**src/rtl/core/ohp_pkg.sv**
```systemverilog
// shared types and constants for the obex header stream parser
// no dependencies; compiled first
`default_nettype none

package ohp_pkg;

    localparam int BYTE_W = 8;
    localparam int LEN_W  = 16;

    // header id type field is the top two bits of the id
    localparam logic [1:0] HI_TYPE_VAR_LO = 2'd1;
    localparam logic [1:0] HI_TYPE_ONE    = 2'd2;

    // length overhead and fixed content sizes
    localparam logic [LEN_W-1:0] LEN_OVERHEAD = 16'd3;
    localparam logic [LEN_W-1:0] LEN_FIELD    = 16'd2;
    localparam logic [LEN_W-1:0] CONTENT_ONE  = 16'd1;
    localparam logic [LEN_W-1:0] CONTENT_FOUR = 16'd4;

    typedef enum logic [1:0] {
        KIND_ID      = 2'd0,
        KIND_LENGTH  = 2'd1,
        KIND_CONTENT = 2'd2,
        KIND_IGNORED = 2'd3
    } t_kind;

    typedef struct packed {
        logic [BYTE_W-1:0] data_byte;
        logic              block_first;
        logic [LEN_W-1:0]  total_length;
    } t_in_item;

    typedef struct packed {
        logic [BYTE_W-1:0] header_id;
        t_kind             byte_kind;
        logic [BYTE_W-1:0] content_byte;
        logic [LEN_W-1:0]  content_length;
        logic              header_start;
        logic              header_end;
        logic              parse_error;
        logic              block_done;
        logic              block_ok;
    } t_res_item;

endpackage

`default_nettype wire

```
**src/rtl/core/ohp_parse_core.sv**
```systemverilog
// header split state machine: tags one byte per step and tracks block state
// depends on ohp_pkg
`default_nettype none

module ohp_parse_core import ohp_pkg::*; (
    input  wire logic     i_clk,
    input  wire logic     i_rst_n,
    input  wire logic     i_step,
    input  wire t_in_item i_item,
    output t_res_item     o_res
);

    typedef enum logic [2:0] {
        PH_ID      = 3'd0,
        PH_LEN_HI  = 3'd1,
        PH_LEN_LO  = 3'd2,
        PH_CONTENT = 3'd3,
        PH_IGNORE  = 3'd4
    } t_phase;

    t_phase             r_phase,   n_phase;
    logic [LEN_W-1:0]   r_left,    n_left;
    logic [LEN_W-1:0]   r_cleft,   n_cleft;
    logic [BYTE_W-1:0]  r_id,      n_id;
    logic [BYTE_W-1:0]  r_len_hi,  n_len_hi;
    logic               r_err,     n_err;
    logic [LEN_W-1:0]   r_hcont,   n_hcont;

    // values after a block start has been applied
    t_phase             w_phase;
    logic [LEN_W-1:0]   w_left;
    logic [LEN_W-1:0]   w_cleft;
    logic [LEN_W-1:0]   w_hcont;
    logic               w_err_seen;
    logic [LEN_W-1:0]   w_remain;
    logic [LEN_W-1:0]   w_len;
    logic [LEN_W-1:0]   w_vlen;
    logic [LEN_W-1:0]   w_fixed;
    logic [LEN_W-1:0]   w_cdec;
    logic [1:0]         w_type;
    logic               w_bad;

    assign w_phase    = i_item.block_first ? PH_ID : r_phase;
    assign w_left     = i_item.block_first ? i_item.total_length : r_left;
    assign w_cleft    = i_item.block_first ? '0 : r_cleft;
    assign w_hcont    = i_item.block_first ? '0 : r_hcont;
    assign w_err_seen = i_item.block_first ? 1'b0 : r_err;

    assign w_remain = w_left - LEN_W'(1);
    assign w_type   = i_item.data_byte[BYTE_W-1 -: 2];
    assign w_fixed  = (w_type == HI_TYPE_ONE) ? CONTENT_ONE : CONTENT_FOUR;
    assign w_len    = {r_len_hi, i_item.data_byte};
    assign w_vlen   = w_len - LEN_OVERHEAD;
    assign w_cdec   = (w_cleft != '0) ? (w_cleft - LEN_W'(1)) : w_cleft;

    // per-byte tagging and next state
    always_comb begin
        n_phase  = w_phase;
        n_left   = w_left;
        n_cleft  = w_cleft;
        n_hcont  = w_hcont;
        n_err    = w_err_seen;
        n_id     = r_id;
        n_len_hi = r_len_hi;
        w_bad    = 1'b0;

        o_res.header_id      = r_id;
        o_res.byte_kind      = KIND_IGNORED;
        o_res.content_byte   = i_item.data_byte;
        o_res.content_length = '0;
        o_res.header_start   = 1'b0;
        o_res.header_end     = 1'b0;
        o_res.parse_error    = 1'b0;
        o_res.block_done     = 1'b0;
        o_res.block_ok       = 1'b0;

        if (w_left != '0) begin
            n_left = w_remain;

            unique case (w_phase)
                PH_ID: begin
                    n_id                = i_item.data_byte;
                    o_res.byte_kind     = KIND_ID;
                    o_res.header_start  = 1'b1;
                    if (w_type <= HI_TYPE_VAR_LO) begin
                        if (w_remain < LEN_FIELD) begin
                            w_bad = 1'b1;
                        end else begin
                            n_hcont = '0;
                            n_phase = PH_LEN_HI;
                        end
                    end else if (w_fixed > w_remain) begin
                        w_bad = 1'b1;
                    end else begin
                        n_hcont              = w_fixed;
                        n_cleft              = w_fixed;
                        o_res.content_length = w_fixed;
                        n_phase              = PH_CONTENT;
                    end
                end
                PH_LEN_HI: begin
                    o_res.byte_kind = KIND_LENGTH;
                    n_len_hi        = i_item.data_byte;
                    n_phase         = PH_LEN_LO;
                end
                PH_LEN_LO: begin
                    o_res.byte_kind = KIND_LENGTH;
                    if (w_len < LEN_OVERHEAD || w_vlen > w_remain) begin
                        w_bad = 1'b1;
                    end else begin
                        n_hcont              = w_vlen;
                        n_cleft              = w_vlen;
                        o_res.content_length = w_vlen;
                        if (w_vlen == '0) begin
                            o_res.header_end = 1'b1;
                            n_phase          = PH_ID;
                        end else begin
                            n_phase = PH_CONTENT;
                        end
                    end
                end
                PH_CONTENT: begin
                    o_res.byte_kind      = KIND_CONTENT;
                    o_res.content_length = w_hcont;
                    n_cleft              = w_cdec;
                    if (w_cdec == '0) begin
                        o_res.header_end = 1'b1;
                        n_phase          = PH_ID;
                    end
                end
                default: begin
                    o_res.byte_kind = KIND_IGNORED;
                end
            endcase

            // error stops parsing for the rest of the block
            if (w_bad) begin
                n_err                = 1'b1;
                n_phase              = PH_IGNORE;
                o_res.content_length = '0;
                o_res.header_end     = 1'b0;
                o_res.parse_error    = 1'b1;
            end

            // last byte of the block
            if (w_remain == '0) begin
                o_res.block_done = 1'b1;
                o_res.block_ok   = !n_err;
                n_phase          = PH_ID;
                n_cleft          = '0;
            end

            o_res.header_id = n_id;
        end
    end

    // state registers
    always_ff @(posedge i_clk) begin
        if (!i_rst_n) begin
            r_phase  <= PH_ID;
            r_left   <= '0;
            r_cleft  <= '0;
            r_id     <= '0;
            r_len_hi <= '0;
            r_err    <= 1'b0;
            r_hcont  <= '0;
        end else if (i_step) begin
            r_phase  <= n_phase;
            r_left   <= n_left;
            r_cleft  <= n_cleft;
            r_id     <= n_id;
            r_len_hi <= n_len_hi;
            r_err    <= n_err;
            r_hcont  <= n_hcont;
        end
    end

endmodule

`default_nettype wire

```
**config.mk**
```make
export PLATFORM = sky130hd
export DESIGN_NAME = ohp_parse_core
export DESIGN_NICKNAME = d
export VERILOG_FILES = /design/src/rtl/core/ohp_pkg.sv /design/src/rtl/core/ohp_parse_core.sv
export SDC_FILE = /design/constraint.sdc
export NUM_CORES = 1
export LEC_CHECK = 0
export ABC_AREA = 1
export BUFFER_PORTS_ARGS = -buffer_cell sky130_fd_sc_hd__clkbuf_2
export CAP_MARGIN = 30
export CORE_MARGIN = 4
export CORE_UTILIZATION = 40
export CTS_BUF_LIST = sky130_fd_sc_hd__clkbuf_2 sky130_fd_sc_hd__clkbuf_4 sky130_fd_sc_hd__clkbuf_8
export CTS_CLUSTER_DIAMETER = 120
export DETAILED_ROUTE_END_ITERATION = 8
export GPL_ROUTABILITY_DRIVEN = 0
export HOLD_SLACK_MARGIN = 0.1
export SYNTH_ARGS = -nofsm -noshare
export SYNTH_HDL_FRONTEND = slang
export SYNTH_SLANG_ARGS = --single-unit
```
**constraint.sdc**
```tcl
create_clock -name i_clk -period 5.5 [get_ports i_clk]
set_input_delay 1.1 -clock i_clk [delete_from_list [all_inputs] [get_ports i_clk]]
set_output_delay 1.1 -clock i_clk [all_outputs]
set_load 0.05 [all_outputs]
```
==> results.json <==
{
  "cts-buffers-inserted": 9,
  "h-tree-depth": 3,
  "clk_latency_ns": 0.38,
  "routed_wl_um": 23600,
  "die_w_um": 138,
  "clockRootBuffer": "clkbuf_8",
  "grt_setup_unrepaired": "yes",
  "die_area_mm2": 0.0192,
  "antenna_cells": 0,
  "critical_path_buf_inv_count": 7,
  "ys_seq_elements": 68,
  "synth_top_area_share": 0.200,
  "antenna_found_initial": 0,
  "initial_utilization": 0.409,
  "hpwlAfterDp_um": 17300,
  "cp_max_fo": 8,
  "setup_viol": 0,
  "drtAntennaViolNets": 0,
  "highest_layer": "met4",
  "hold_class": "flop to flop",
  "tns_ns": 0,
  "drive_above_1_share": 0.206,
  "vias_per_cell": 5.32,
  "num_rows": 47,
  "areaGrowthSynthToFinish_pct": 23.2,
  "worstPathCellList": "clkbuf_2, inv_1, nand4_1, nor2_2, nand4_1, nor2_1, nand2_1, xor2_1, ha_1, nand2_1, inv_2, nand3_2, nor2_2, nand3_2, nor3_2, nand2_1, nand2_4, nand2_4, inv_8, buf_12, buf_8, nand3_2, a21oi_2, buf_12",
  "ir_worst_vdd_mv": 0.145,
  "grt_pass1_wl_um": 37500,
  "dr_wl_met2_um": 10900,
  "outcome": "finished, final reports clean",
  "fmax_ghz": 0.185,
  "synth_nets": 1217,
  "die_h_um": 138,
  "hold_viol_final": 0,
  "synth_top_flop_cell": "dfxtp_1",
  "critical_path.max_stage_delay_ns": 0.30,
  "cts_tree": "built",
  "cts_buffer_depth": 2,
  "synth_edf_count": 0,
  "yosysWarnings": 0,
  "critPathKind": "input port to primary output",
  "postCtsHoldBufs": 0,
  "critical-path-top-delay-family": "simple AND/OR/NAND/NOR gates",
  "syn_inst": 1168,
  "wl_met3_um": 1750,
  "drt_pre_antenna_iters": 5,
  "maxCapViolations": 0,
  "min_period_over_period": 0.984,
  "endpoint_kind": "primary output",
  "synth_area_leaders": "dfxtp_1, nand2_1, a21oi_1",
  "fin_crit_ns": 5.41,
  "grtUsageTotal": 0.237,
  "finish.utilization": 0.504,
  "rrSetupSlack_ns": 1.99,
  "fin_worst_skew_ns": 0.0111,
  "slew_viol_final": 0,
  "core_mm2": 0.0166,
  "worst_ep_required_time_ns": 4.40,
  "n_fill_cell": 1742,
  "yosys.area.top_type": "dfxtp_1",
  "finalNetCount": 1293,
  "synth_area_per_cell_um2": 5.83,
  "synth.cell_area_mm2": 0.00681,
  "vias": 7822,
  "synthDistinctLibCells": 50,
  "leakage_nw": 4.01,
  "ios": 67,
  "drc": 0,
  "worstMarginPinSlew_ns": 0.821,
  "cts_sinks": 68,
  "maxSlewHeadroom": 0.451,
  "async_reset_ff_frac": 0,
  "critPathLaunchType": "input port",
  "crit_arrival_ns": 4.31,
  "cpMaxStageDelayCell": "ha_1",
  "wl_per_cell_um": 16.1,
  "synth-seq-area-share": 0.200,
  "grt_max_degree": 58,
  "placement.io_buffers": 66,
  "powerDensity_mw_per_mm2": 211,
  "grt_overflow": 0,
  "cts.clk_slew.worst_paths_ns": 0.08,
  "initialDrtViolationCount": 657,
  "met1_length_um": 10300,
  "grt_pass1_vias": 7203
}
## power by group
group          internal (W)  total, W  switching [W]
clock              0.000212  0.000450       0.000238
sequential         0.000521  0.000537      0.0000159
combinational      0.000276  0.000785       0.000509
total               0.00101   0.00177       0.000763
## logic make-up (layout without fill, tap and decap cells)
group,after synthesis,in the layout,synth area share
xor+xnor,32,32,0.0450
flops,68,68,0.200
simple gates,585,585,0.383
fa+ha+maj,21,21,0.0386
mux,2,2,0.00294
compound gates,245,245,0.196
buf+inv,215,296,0.134
## state kept, by name, indices dropped and copies added (netlist names)
register and cells:
r_phase 3, r_len_hi 8, r_cleft 16, r_hcont 16, r_err 1, r_id 8
r_left 16
## layer usage
metal  GRT usage  up-vias
met5           0        -
met4      0.0790        0
met3      0.0383       36
met2       0.388      299
met1       0.319     3562
li1            -     3925
## repair_timing
action	CTS	global route
setup endpoints to repair	0	19
setup buffers	0	13
resized for setup	0	56
## layout make-up
cell class                      instances  area (um2)  area share
Timing Repair inverter                  1        6.26    0.000746
Timing Repair Buffer                  128        1270       0.152
Sequential cell                        68        1360       0.162
Multi-Input combinational cell        885        4690       0.559
Clock buffer                            9         124      0.0148
Tap cell                              220         275      0.0328
Clock inverter                          7        76.3     0.00910
Inverter                              151         582      0.0694
## Yosys cell counts, types with 3 or more instances
cell,count
ha_1,21
nor4_1,3
clkbuf_1,30
o21ai_2,4
o22ai_1,3
nor2_4,5
nand2_4,6
nand2_2,17
o21ai_1,9
dfxtp_1,68
o211ai_1,10
nor3_1,4
o2111ai_1,5
xor2_1,30
nand3_2,8
nand3_1,82
a21oi_1,122
a2bb2oi_1,4
inv_1,136
a31oi_1,3
nand4_1,17
inv_2,13
buf_6,5
nor2_2,12
nor2_1,103
o21ai_0,78
buf_2,13
buf_4,14
nand2_1,318
## tightest hold or removal path: stages, from the launching register on
cell and delay, ns:
dfxtp_1 0.31, nand2_1 0.06, a21oi_1 0.05
## worst paths after layout
check             cells past startpoint   startpoint     endpoint
setup / recovery                     24   i_item[23]    o_res[10]
hold / removal                        2   r_cleft[6]   r_cleft[6]
setup reg to reg                     26  r_len_hi[0]  r_hcont[14]
hold reg to reg                       2   r_cleft[6]   r_cleft[6]
## cell usage in the layout (no fill, tap or decap), types with 5 or more instances in the layout
cell / n
a21oi_1: 107
a21oi_2: 15
buf_12: 29
buf_4: 60
clkbuf_2: 35
clkbuf_8: 9
dfxtp_1: 68
ha_1: 19
inv_1: 133
inv_2: 12
nand2_1: 316
nand2_2: 19
nand2_4: 6
nand3_1: 78
nand3_2: 12
nand4_1: 17
nor2_1: 96
nor2_2: 19
nor2_4: 5
o2111ai_1: 5
o211ai_1: 10
o21ai_0: 78
o21ai_1: 9
xor2_1: 29
## stage by stage
| stage | worst slack [ns] | hold slack [ns] | cells | total power (W) | area (um2) |
|---|---|---|---|---|---|
| 2_1_floorplan | 0.0188 | 0.440 | 1168 | 0.00106 | 6850 |
| 3_3_place_gp | 0.120 | 0.453 | 1438 | 0.00128 | 7880 |
| 3_5_place_dp | 0.0338 | 0.455 | 1438 | 0.00128 | 7880 |
| 4_1_cts | 0.0186 | 0.468 | 1454 | 0.00173 | 8080 |
| 5_1_grt | -0.0861 | 0.479 | 1469 | 0.00188 | 8390 |
| 6_report | 0.0896 | 0.467 | 1469 | 0.00177 | 8390 |
No activity file was read; power rests on OpenSTA's default activity.
